[src/rtl/core/wsfp_pkg.sv]
// Package for the frame parser: parse phases, status codes, result item
// layout and the helpers that build result items. No dependencies.
package wsfp_pkg;

  localparam logic [7:0] BYTE_HIGH_BIT = 8'h80;
  localparam logic [7:0] BYTE_FF       = 8'hFF;
  localparam logic [7:0] BYTE_00       = 8'h00;
  localparam logic [7:0] LEN_EXT16     = 8'h7E;
  localparam logic [7:0] LEN_EXT64     = 8'h7F;
  localparam logic [7:0] LEN_MAX_SHORT = 8'h7D;

  localparam logic [3:0] HDR_BYTES_16 = 4'd2;
  localparam logic [3:0] HDR_BYTES_64 = 4'd8;

  localparam int unsigned FIFO_DEPTH = 4;
  localparam int unsigned PTR_W      = $clog2(FIFO_DEPTH);
  localparam int unsigned CNT_W      = $clog2(FIFO_DEPTH + 1);

  localparam int unsigned OUT_TDATA_W = 80;

  typedef enum logic [2:0] {
    PH_IDLE,
    PH_TEXT,
    PH_SECOND,
    PH_HEADER,
    PH_PAYLOAD
  } phase_e;

  typedef enum logic [2:0] {
    ST_TEXT       = 3'd0,
    ST_BINARY     = 3'd1,
    ST_CLOSING    = 3'd2,
    ST_INCOMPLETE = 3'd3,
    ST_ERROR      = 3'd4
  } status_e;

  // item_kind doubles as last: only the status item closes a run
  typedef struct packed {
    logic        item_kind;
    logic [7:0]  payload_byte;
    logic [2:0]  frame_status;
    logic [63:0] payload_length;
  } result_t;

  typedef struct packed {
    logic    r0_valid;
    logic    r1_valid;
    result_t r0;
    result_t r1;
  } push_t;

  function automatic result_t mk_payload(logic [7:0] b);
    result_t r;
    r.item_kind      = 1'b0;
    r.payload_byte   = b;
    r.frame_status   = ST_TEXT;
    r.payload_length = 64'd0;
    return r;
  endfunction

  function automatic result_t mk_status(status_e st, logic [63:0] len);
    result_t r;
    r.item_kind      = 1'b1;
    r.payload_byte   = 8'd0;
    r.frame_status   = st;
    r.payload_length = len;
    return r;
  endfunction

endpackage

[src/rtl/core/wsfp_parser.sv]
// Frame parser state machine: takes one registered byte per step and
// produces up to two result items. Depends on wsfp_pkg.
module wsfp_parser (
  input  logic           clk_i,
  input  logic           rst_ni,
  input  logic           step_i,
  input  logic [7:0]     data_byte_i,
  input  logic           buffer_end_i,
  output wsfp_pkg::push_t push_o
);
  import wsfp_pkg::*;

  phase_e      phase_q, phase_d;
  logic        first_ff_q, first_ff_d;
  logic [3:0]  hdr_left_q, hdr_left_d;
  logic [63:0] len_q, len_d;
  logic [63:0] remain_q, remain_d;
  logic [63:0] count_q, count_d;
  logic        done_q, done_d;

  logic [3:0]  hdr_dec;
  logic [63:0] hdr_len;
  logic [63:0] sec_len;
  logic [63:0] begin_len;
  logic        is_short_len;
  logic        is_ext_len;
  logic        is_close;
  logic        status_now;
  logic        begin_ok;

  assign hdr_dec      = (hdr_left_q != 4'd0) ? hdr_left_q - 4'd1 : 4'd0;
  assign hdr_len      = {len_q[55:0], data_byte_i};
  assign sec_len      = {56'd0, data_byte_i};
  assign begin_len    = (phase_q == PH_SECOND) ? sec_len : hdr_len;
  assign is_short_len = (data_byte_i <= LEN_MAX_SHORT);
  assign is_ext_len   = (data_byte_i == LEN_EXT16) || (data_byte_i == LEN_EXT64);
  assign is_close     = first_ff_q && (data_byte_i == BYTE_00);
  // header done with nonzero length and buffer continues: payload follows
  assign begin_ok     = (begin_len != 64'd0) && !buffer_end_i;

  // result items
  always_comb begin
    push_o          = '0;
    push_o.r0       = mk_payload(data_byte_i);
    push_o.r1       = mk_status(ST_BINARY, len_q);
    if (step_i && !done_q) begin
      case (phase_q)
        PH_TEXT: begin
          push_o.r0_valid = 1'b1;
          if (data_byte_i == BYTE_FF) begin
            push_o.r0 = mk_status(ST_TEXT, count_q);
          end else if (buffer_end_i) begin
            push_o.r0 = mk_status(ST_INCOMPLETE, 64'd0);
          end
        end
        PH_SECOND: begin
          if (is_close) begin
            push_o.r0_valid = 1'b1;
            push_o.r0       = mk_status(ST_CLOSING, 64'd0);
          end else if (is_short_len) begin
            push_o.r0_valid = !begin_ok;
            push_o.r0       = (begin_len == 64'd0) ? mk_status(ST_BINARY, 64'd0)
                                                    : mk_status(ST_ERROR, 64'd0);
          end else if (is_ext_len) begin
            push_o.r0_valid = buffer_end_i;
            push_o.r0       = mk_status(ST_ERROR, 64'd0);
          end else begin
            push_o.r0_valid = 1'b1;
            push_o.r0       = mk_status(ST_ERROR, 64'd0);
          end
        end
        PH_HEADER: begin
          if (hdr_dec == 4'd0) begin
            push_o.r0_valid = !begin_ok;
            push_o.r0       = (begin_len == 64'd0) ? mk_status(ST_BINARY, 64'd0)
                                                    : mk_status(ST_ERROR, 64'd0);
          end else begin
            push_o.r0_valid = buffer_end_i;
            push_o.r0       = mk_status(ST_ERROR, 64'd0);
          end
        end
        PH_PAYLOAD: begin
          push_o.r0_valid = 1'b1;
          if (remain_q <= 64'd1) begin
            push_o.r1_valid = 1'b1;
          end else if (buffer_end_i) begin
            push_o.r0 = mk_status(ST_ERROR, 64'd0);
          end
        end
        default: begin
          push_o.r0_valid = buffer_end_i;
          push_o.r0       = mk_status(ST_INCOMPLETE, 64'd0);
        end
      endcase
    end
  end

  assign status_now = (push_o.r0_valid && push_o.r0.item_kind) || push_o.r1_valid;

  // next state
  always_comb begin
    phase_d    = phase_q;
    first_ff_d = first_ff_q;
    hdr_left_d = hdr_left_q;
    len_d      = len_q;
    remain_d   = remain_q;
    count_d    = count_q;
    done_d     = done_q;
    if (step_i && !done_q) begin
      case (phase_q)
        PH_TEXT: begin
          if (data_byte_i != BYTE_FF && !buffer_end_i) begin
            count_d = count_q + 64'd1;
          end
        end
        PH_SECOND: begin
          if (!is_close && is_short_len) begin
            len_d = sec_len;
            if (begin_ok) begin
              remain_d = sec_len;
              count_d  = 64'd0;
              phase_d  = PH_PAYLOAD;
            end
          end else if (!is_close && is_ext_len) begin
            hdr_left_d = (data_byte_i == LEN_EXT16) ? HDR_BYTES_16 : HDR_BYTES_64;
            len_d      = 64'd0;
            phase_d    = PH_HEADER;
          end
        end
        PH_HEADER: begin
          len_d      = hdr_len;
          hdr_left_d = hdr_dec;
          if (hdr_dec == 4'd0 && begin_ok) begin
            remain_d = hdr_len;
            count_d  = 64'd0;
            phase_d  = PH_PAYLOAD;
          end
        end
        PH_PAYLOAD: begin
          if (remain_q <= 64'd1) begin
            count_d  = count_q + 64'd1;
            remain_d = 64'd0;
          end else if (!buffer_end_i) begin
            count_d  = count_q + 64'd1;
            remain_d = remain_q - 64'd1;
          end
        end
        default: begin
          count_d    = 64'd0;
          first_ff_d = (data_byte_i == BYTE_FF);
          phase_d    = ((data_byte_i & BYTE_HIGH_BIT) != BYTE_00) ? PH_SECOND : PH_TEXT;
        end
      endcase
      if (status_now) begin
        done_d = 1'b1;
      end
    end
    // buffer end returns everything to idle
    if (step_i && buffer_end_i) begin
      phase_d    = PH_IDLE;
      first_ff_d = 1'b0;
      hdr_left_d = 4'd0;
      len_d      = 64'd0;
      remain_d   = 64'd0;
      count_d    = 64'd0;
      done_d     = 1'b0;
    end
  end

  always_ff @(posedge clk_i or negedge rst_ni) begin
    if (!rst_ni) begin
      phase_q    <= PH_IDLE;
      first_ff_q <= 1'b0;
      hdr_left_q <= 4'd0;
      len_q      <= 64'd0;
      remain_q   <= 64'd0;
      count_q    <= 64'd0;
      done_q     <= 1'b0;
    end else begin
      phase_q    <= phase_d;
      first_ff_q <= first_ff_d;
      hdr_left_q <= hdr_left_d;
      len_q      <= len_d;
      remain_q   <= remain_d;
      count_q    <= count_d;
      done_q     <= done_d;
    end
  end

endmodule

[src/rtl/core/wsfp_fifo.sv]
// Result queue: takes up to two items per cycle from the parser and
// hands one per transfer to the output stream. Depends on wsfp_pkg.
module wsfp_fifo (
  input  logic              clk_i,
  input  logic              rst_ni,
  input  wsfp_pkg::push_t   push_i,
  output logic              room_o,
  output logic              valid_o,
  input  logic              ready_i,
  output wsfp_pkg::result_t head_o
);
  import wsfp_pkg::*;

  result_t          mem_q [FIFO_DEPTH];
  logic [PTR_W-1:0] wr_ptr_q, wr_ptr_d;
  logic [PTR_W-1:0] rd_ptr_q, rd_ptr_d;
  logic [CNT_W-1:0] cnt_q, cnt_d;
  logic             pop;
  logic [CNT_W-1:0] n_push;
  logic [PTR_W-1:0] wr_ptr_p1;

  assign pop       = valid_o && ready_i;
  assign n_push    = CNT_W'(push_i.r0_valid) + CNT_W'(push_i.r1_valid);
  assign wr_ptr_p1 = wr_ptr_q + PTR_W'(1);
  // two free slots so a step may always push both results
  assign room_o    = (cnt_q <= CNT_W'(FIFO_DEPTH - 2));
  assign valid_o   = (cnt_q != '0);
  assign head_o    = mem_q[rd_ptr_q];

  always_comb begin
    wr_ptr_d = wr_ptr_q + PTR_W'(n_push);
    rd_ptr_d = rd_ptr_q + PTR_W'(pop);
    cnt_d    = cnt_q + n_push - CNT_W'(pop);
  end

  always_ff @(posedge clk_i) begin
    if (push_i.r0_valid) begin
      mem_q[wr_ptr_q] <= push_i.r0;
    end
    if (push_i.r1_valid) begin
      mem_q[wr_ptr_p1] <= push_i.r1;
    end
  end

  always_ff @(posedge clk_i or negedge rst_ni) begin
    if (!rst_ni) begin
      wr_ptr_q <= '0;
      rd_ptr_q <= '0;
      cnt_q    <= '0;
    end else begin
      wr_ptr_q <= wr_ptr_d;
      rd_ptr_q <= rd_ptr_d;
      cnt_q    <= cnt_d;
    end
  end

endmodule

[src/rtl/core/websocket_frame_parser_top.sv]
// Channel   Dir  tdata (low bit up)                       tlast       tuser
// s_axis    in   data_byte[7:0]                           buffer_end  -
// m_axis    out  payload_byte, frame_status, length, pad  last        item_kind
//
// One byte per cycle while the result queue has room. A byte is registered at
// the input, then goes through the parser into a four-entry result queue. The
// last payload byte of a binary frame queues two results; the queue keeps two
// slots free before a byte is parsed.
// Reset is asynchronous, active low, and returns the parser to idle.
// Depends on wsfp_pkg, wsfp_parser, wsfp_fifo.
module websocket_frame_parser_top (
  input  logic        clk_i,
  input  logic        rst_ni,
  input  logic        s_axis_tvalid_i,
  output logic        s_axis_tready_o,
  input  logic [7:0]  s_axis_tdata_i,   // data_byte[7:0]
  input  logic        s_axis_tlast_i,   // buffer_end
  output logic        m_axis_tvalid_o,
  input  logic        m_axis_tready_i,
  output logic [wsfp_pkg::OUT_TDATA_W-1:0] m_axis_tdata_o,
                        // payload_byte[7:0], frame_status[10:8],
                        // payload_length[74:11], zero[79:75]
  output logic        m_axis_tlast_o,   // last
  output logic        m_axis_tuser_o    // item_kind
);
  import wsfp_pkg::*;

  logic       in_valid_q, in_valid_d;
  logic [7:0] in_byte_q;
  logic       in_end_q;
  logic       room;
  logic       step;
  logic       in_xfer;
  push_t      push;
  result_t    head;

  assign step            = in_valid_q && room;
  assign s_axis_tready_o = !in_valid_q || room;
  assign in_xfer         = s_axis_tvalid_i && s_axis_tready_o;
  assign in_valid_d      = in_xfer || (in_valid_q && !step);

  always_ff @(posedge clk_i or negedge rst_ni) begin
    if (!rst_ni) begin
      in_valid_q <= 1'b0;
    end else begin
      in_valid_q <= in_valid_d;
    end
  end

  always_ff @(posedge clk_i) begin
    if (in_xfer) begin
      in_byte_q <= s_axis_tdata_i;
      in_end_q  <= s_axis_tlast_i;
    end
  end

  wsfp_parser u_parser (
    .clk_i        (clk_i),
    .rst_ni       (rst_ni),
    .step_i       (step),
    .data_byte_i  (in_byte_q),
    .buffer_end_i (in_end_q),
    .push_o       (push)
  );

  wsfp_fifo u_fifo (
    .clk_i   (clk_i),
    .rst_ni  (rst_ni),
    .push_i  (push),
    .room_o  (room),
    .valid_o (m_axis_tvalid_o),
    .ready_i (m_axis_tready_i),
    .head_o  (head)
  );

  assign m_axis_tdata_o = {5'd0, head.payload_length, head.frame_status, head.payload_byte};
  assign m_axis_tlast_o = head.item_kind;
  assign m_axis_tuser_o = head.item_kind;

endmodule

[config.mk]
export PLATFORM = sky130hd
export DESIGN_NAME = websocket_frame_parser_top
export DESIGN_NICKNAME = d
export VERILOG_FILES = /design/src/rtl/core/wsfp_pkg.sv /design/src/rtl/core/wsfp_parser.sv /design/src/rtl/core/wsfp_fifo.sv /design/src/rtl/core/websocket_frame_parser_top.sv
export SDC_FILE = /design/constraint.sdc
export NUM_CORES = 1
export LEC_CHECK = 0
export ABC_AREA = 0
export BUFFER_PORTS_ARGS = -buffer_cell sky130_fd_sc_hd__buf_4
export CAP_MARGIN = 20
export CORE_UTILIZATION = 25
export DETAILED_ROUTE_END_ITERATION = 6
export PLACE_DENSITY = 0.43
export SLEW_MARGIN = 20
export SYNTH_ARGS = -nofsm -noshare
export SYNTH_HDL_FRONTEND = slang
export SYNTH_SLANG_ARGS = --single-unit
export TNS_END_PERCENT = 30
[constraint.sdc]
create_clock -name clk_i -period 11.6 [get_ports clk_i]
set_input_delay 1.16 -clock clk_i [delete_from_list [all_inputs] [get_ports clk_i]]
set_output_delay 1.16 -clock clk_i [all_outputs]
set_load 0.1 [all_outputs]
==> impl_metrics.ini, run 1 <==
[outcome]
status = complete, but fails checks
violations = DRC

[timing]
rsz0062_at_grt = false
finalHoldViolCount = 0
fin_hold_ws_ns = 0.453
fmax_mhz = 182
relSlewSlack_pct = 16.8
min_period_ns = 5.49
tightest_slew_ns = 1.25
clock_skew_ns = 0.0450
finalSetupViolCount = 0
finalCritPeriodShare_pct = 47.4
setup_ws_ns = 6.11
finalSetupTns_ns = 0
drv_slew = 0

[detailed_routing]
viasPerCell = 5.70
drt-total-wl_um = 95700
drcViolationCount = 28
wl_per_cell_um = 25.6
antenna_left = 0
drt_pass1_iterations = 7
drt_iter0_drc = 2591
vias = 21200

[logic_synthesis]
yosysUniqueCellTypes = 72
yosys_warnings = 0
ys_ff_latch = 522
netlist_top_cells_area = edfxtp_1, dfrtp_1, a32o_1, mux4_2, dfxtp_1
yosysTopAreaCellShare_pct = 29.9
syn_area_per_cell_um2 = 11.2
syn-instance-count = 2388
synth-main-ff-cell = edfxtp_1
ys_seq_area_share_pct = 53.1
synth_top_area_cell = edfxtp_1
synthArstFlopShare_pct = 40.0
synth_edf_count = 265
syn_area_um2 = 26600

[critical_path]
timing.critical_path.buf_inv = 1
slowest_delay_ns = 0.98
cp-start-kind = register
crit_family = simple AND/OR/NAND/NOR gates
path_cells = nor4_1 > nand4_1 > nor4_4 > a31oi_2 > nor3_4 > or2_4 > buf_4
cp.depth = 7
cp_data_required_time_ns = 11.84
startpoint = u_parser.len_q[29]
crit_type = reg2reg
crit_fanout = 52
reg2reg_from = u_parser.len_q[29]
arrival_ns = 5.73
cpMaxStageDelayCell = nor3_4
cp-end-kind = register
reg2reg_depth = 7

[grt]
grt_use_total_pct = 17.3
grt_pass1_vias = 20800
grt_max_degree = 110
antenna_found_initial = 0
grt_pass1_wl_um = 140000
grt-ovfl-total = 0

[die]
io_pins = 97
die_w_um = 328
die_y_um = 328
die_area_um2 = 108000
row_count = 119
start_util_pct = 25.3
core_area_um2 = 105000

[clock_network]
cts_buffers = 60
root_buffer = clkbuf_16
insertion_delay_ns = 0.65
path_clk_slew_ns = 0.06
clk_path_buf_depth = 3
cts_tree = done
cts_sinks = 522
cts-resized-gates = 0
hold_buffers = 0
htreeDepth = 2
cts_setup_buffers = 0

[pwr]
powerDensity_nw_per_um2 = 270
ir_drop_mv = 0.178
power_w = 0.00813
p_leak_nw = 10.2

[finish]
syn_to_final_growth_pct = 13.2
design_area_um2 = 30200
nets = 2312
layout_common_cells = edfxtp_1, a32o_1, nand2_1
fillCellCount = 10800
layout_commonest_cell = edfxtp_1
drive_above_1_share_pct = 14.7

[hold_path]
hp-class = reg2reg
holdPathStages = 2
hold_start = u_fifo.mem_q[3][68]

[placement]
place.gp.congestion = 0.783
dp.final_hpwl_um = 56500
dpl_cell_area_um2 = 28300
io_buffers = 91
place_ws_ns = 5.99

[flow_run]
maxCapViolCount = 0
-- synthesized netlist by cell type (all sizes together), types with 5 or more instances --
library cell,instances
ha,9
buf,69
xnor2,5
or3,25
o31a,6
and2,23
and4,7
a32o,256
nand2,221
o22ai,7
nand3b,6
or4,12
a22o,5
mux4,76
o21ai,225
and3,24
nand2b,6
a21boi,17
a211o,11
inv,29
a21oi,86
nor4,34
edfxtp,265
or2,7
a31oi,33
o211ai,35
a32oi,21
o31ai,61
clkbuf,230
nor2,90
mux2,5
nand3,40
dfxtp,48
nand4,36
nor3,83
dfrtp,209
a211oi,32
-- where the power goes --
group | leakage (nW) | switching [W] | internal [W]
Sequential | 5.64 | 0.000294 | 0.00224
Clock | 0.904 | 0.000785 | 0.00101
Combinational | 3.68 | 0.00291 | 0.000892
-- routing by layer --
metal  part of all wire [%]  up-vias  GRT usage (%)  wire length (µm)
met2                     49      943           28.6             46700
met4                    2.9        0           5.98              2800
li1                       -     9254              -                 -
met1                     41    10900           22.1             39300
met5                      0        -              0                 0
met3                    7.1      154           3.67              6810
-- final timing paths --
check | endpoint | slack, ns
min in group asynchronous | u_fifo.wr_ptr_q[0] | 0.50
worst max-delay path | u_fifo.mem_q[0][42] | 6.11
max in group asynchronous | u_parser.len_q[17] | 9.53
worst min register to register | u_fifo.mem_q[3][68] | 0.45
worst min-delay path | u_fifo.mem_q[3][68] | 0.45
worst max register to register | u_fifo.mem_q[0][42] | 6.11
-- kinds of logic after synthesis --
logic type | share of synthesized area, %
multiplexers | 6.67
adder cells (fa/ha/maj) | 0.498
buffers and inverters | 5.11
other | 0.0141
AND/OR/NAND/NOR | 11.7
XOR/XNOR | 0.230
AO/OA/AOI/OAI | 22.6
flip-flops | 53.1
-- area by class of cell --
type	count	area [µm²]	area share [%]
Clock buffer	86	1660	5.50
Sequential cell	522	14200	46.9
Tap cell	1391	1740	5.77
Timing Repair Buffer	134	1060	3.51
Antenna cell	1	2.50	0.00830
Inverter	29	109	0.361
Clock inverter	25	161	0.535
Multi-Input combinational cell	1542	11300	37.4
-- sequential cells by signal, summed over array words and instances, names as in the netlist, 3 cells and up --
register,cells
u_fifo.mem_q,304
u_parser.count_q,64
u_parser.len_q,64
u_parser.remain_q,64
in_byte_q,8
u_parser.hdr_left_q,4
u_fifo.cnt_q,3
u_parser.phase_q,3
-- tightest hold or removal path, stage by stage (launching register included) --
cell and delay (ns):
dfxtp_1 0.30, nand2_1 0.05, a21oi_1 0.05
-- metrics by stage --
step / util [%] / cells
after floorplan: - / 2392
after global placement: 26.8 / 3615
after detailed placement: 26.8 / 3616
after CTS: 28.6 / 3727
after global routing: 28.6 / 3729
final: 28.6 / 3730
(Power assumes the default switching activity.)
==> inputs of run 2 (changes only) <==
--- a/config.mk
+++ b/config.mk
@@ -5,7 +5,7 @@
 export SDC_FILE = /design/constraint.sdc
 export NUM_CORES = 1
 export LEC_CHECK = 0
-export ABC_AREA = 0
+export ABC_AREA = 1
 export BUFFER_PORTS_ARGS = -buffer_cell sky130_fd_sc_hd__buf_4
 export CAP_MARGIN = 20
 export CORE_UTILIZATION = 25
==> constraint.sdc (replaced) <==
create_clock -name clk_i -period 5.5 [get_ports clk_i]
set_input_delay 0.55 -clock clk_i [delete_from_list [all_inputs] [get_ports clk_i]]
set_output_delay 0.55 -clock clk_i [all_outputs]
set_load 0.1 [all_outputs]
==> run 2 against run 1 <==
  * The run now ends clean
  * Wire length is 10% higher
  * Final cell count is 32% higher
  * Critical endpoint is now u_fifo.mem_q[3][39]
  * Power is 140% higher
  * Critical path type unchanged
  * Sequential cell count stayed put
  * Utilization is 0.29 points higher
  * Cell area is 6.3% higher
==> impl_metrics.ini, run 2 <==
[outcome]
status = finished clean

[critical_path]
cpMaxStageDelayCell = buf_4
cp-start-kind = register
startpoint = u_parser.phase_q[2]
reg2reg_to = u_fifo.mem_q[3][39]
reg2reg_depth = 12
r2r_slack_ns = 1.47
crit_type = reg2reg
slowest_delay_ns = 0.60
path_cells = inv_1 > nor3_2 > buf_4 > nor2_2 > buf_4 > inv_2 > nor2_1 > a21oi_4 > nand3_4 > buf_4 > buf_4 > o22ai_1
endpoint = u_fifo.mem_q[3][39]
crit_fanout = 34
cp-end-kind = register
reg2reg_from = u_parser.phase_q[2]
cpMostUsedCell = buf_4
arrival_ns = 4.35
cp_data_required_time_ns = 5.82

[finish]
largest_reg_flops = 304
top_register = u_fifo.mem_q
layout_commonest_cell = nand2_1
syn_to_final_growth_pct = 14.3
nets = 3416
drive_above_1_share_pct = 9.38
n_antenna_cell = 0
fillCellCount = 12000
layout_common_cells = nand2_1, nor2_1, o21ai_0

[logic_synthesis]
yosys_warnings = 0
syn-instance-count = 3405
synthMostInstantiatedCell = nand2_1
synth_top_cells_by_count = nand2_1, nor2_1, o21ai_0
netlist_top_cells_area = edfxtp_1, dfrtp_1, nand2_1, o22ai_1, nor2_1
yosysTopAreaCellShare_pct = 28.4
yosysUniqueCellTypes = 52
syn_area_um2 = 28100
synth_top_area_cell = edfxtp_1
ys_ff_latch = 522
synthArstFlopShare_pct = 40.0
synth_edf_count = 265
ys_seq_area_share_pct = 50.4
synth-main-ff-cell = edfxtp_1
syn_area_per_cell_um2 = 8.24

[timing]
clock_skew_ns = 0.0264
finalSetupTns_ns = 0
relSlewSlack_pct = 21.5
finalHoldViolCount = 0
min_period_ns = 4.03
fin_hold_ws_ns = 0.113
tightest_slew_ns = 1.18
finalCritPeriodShare_pct = 73.2
finalSetupViolCount = 0
drv_slew = 0
fmax_mhz = 248
rsz0062_at_grt = false

[detailed_routing]
viasPerCell = 4.96
drt-total-wl_um = 105000
wl_per_cell_um = 21.4
drt_iter0_drc = 2156
antenna_left = 0
vias = 24400
drcViolationCount = 0
drt_pass1_iterations = 6

[clock_network]
cts_setup_buffers = 0
root_buffer = clkbuf_16
htreeDepth = 3
cts_tree = done
path_clk_slew_ns = 0.06
insertion_delay_ns = 0.62
cts-resized-gates = 0
cts_sinks = 522
clk_path_buf_depth = 3
cts_buffers = 66

[placement]
place.gp.congestion = 0.923
io_buffers = 91
dp.final_hpwl_um = 70800

[pwr]
power_w = 0.0193
ir_drop_mv = 0.810
powerDensity_nw_per_um2 = 602
p_leak_nw = 12.2

[grt]
grt-ovfl-total = 0
grt_pass1_wl_um = 158000
grt_max_degree = 145
grt_pass1_vias = 23800
grt_use_total_pct = 18.5
antenna_found_initial = 2

[die]
die_y_um = 337
row_count = 122
die_area_um2 = 114000
io_pins = 97
die_w_um = 337
start_util_pct = 25.3
core_area_um2 = 111000

[flow_run]
maxCapViolCount = 0

[hold_path]
hp-class = in2reg
==> run 2: cell types whose count changed in the layout (fill, tap and decap cells not counted), moves of 44 or more <==
cell     before  now
a32o_1      256    0
inv_1        29  237
mux4_2       76    0
nand2_1     219  724
nand3_1      38  150
nor2_1       87  471
nor3_1       77   33
o21ai_0     161  321
o22ai_1       7  308
o31ai_1      60    2
xor2_1        2   78
==> run 2: how the worst min path moves through the flow <==
| stage | slack, ns | start | end | cells past startpoint |
|---|---|---|---|---|
| 3_3_place_gp | 0.45 | u_fifo.mem_q[2][64] | u_fifo.mem_q[2][64] | 2 |
| 5_1_grt | 0.09 | s_axis_tdata_i[4] | in_byte_q[4] | 1 |
| 6_report | 0.11 | s_axis_tdata_i[4] | in_byte_q[4] | 1 |
| 2_1_floorplan | 0.25 | rst_ni | in_valid_q | 0 |
| 4_1_cts | 0.07 | s_axis_tdata_i[4] | in_byte_q[4] | 1 |
| 3_5_place_dp | 0.45 | u_fifo.mem_q[2][64] | u_fifo.mem_q[2][64] | 2 |
==> run 2: layer usage <==
layer | vias to the layer above | track usage, % | wire (µm) | part of all wire (%)
met2 | 813 | 28.7 | 47200 | 45
met1 | 11900 | 26.7 | 49700 | 47
met4 | 0 | 5.01 | 2440 | 2.3
li1 | 11600 | - | - | -
met3 | 113 | 2.43 | 5990 | 5.7
met5 | - | 0 | 0 | 0
==> run 2: power breakdown <==
group	internal, W	total (W)	switching, W	leakage, nW
combinational	0.00200	0.00995	0.00795	5.53
clock	0.00242	0.00417	0.00175	0.991
sequential	0.00477	0.00520	0.000424	5.69
total	0.00919	0.0193	0.0101	12.2
==> run 2: cell families after synthesis <==
kind of cell               Yosys count  share of synthesized area (%)
and+or+nand+nor                   1512                           22.6
AOI/OAI and AO/OA                  782                           16.1
DFF                                522                           50.4
buffers and inverters              475                           7.12
xor gates and xnor gates           103                           3.21
adders and majority gates           10                          0.473
other                                1                         0.0134
==> run 2: final cells by class <==
type | count | area, µm² | area share (%)
flip-flops and latches | 522 | 14200 | 44.1
multi-input cells | 2412 | 12000 | 37.5
clock buffers | 97 | 1920 | 6.00
well taps | 1488 | 1860 | 5.80
repair buffers | 131 | 1040 | 3.25
inverters | 260 | 978 | 3.05
clock inverters | 21 | 97.6 | 0.304
==> run 2: timing repair <==
action / 4_1_cts / 5_1_grt
endpoints found under the hold margin: 65 / 0
endpoints found under the setup margin: 0 / 0
hold buffers: 1 / 0
==> run 2: critical path: cells and delay by family, from the launching register on <==
kind                   cells  cell delay (ns)
AOI/OAI and AO/OA          2             0.39
buffers and inverters      6             1.98
DFF                        1             0.44
and+or+nand+nor            4             0.81
==> run 2: metrics by stage <==
step	util [%]	cells	instance area, µm²	setup slack [ns]
2_1_floorplan	-	3409	28100	1.74
3_3_place_gp	27.1	4811	30000	1.52
3_5_place_dp	27.1	4811	30000	1.49
4_1_cts	28.9	4930	32100	1.47
5_1_grt	28.9	4931	32100	1.23
6_report	28.9	4931	32100	1.47
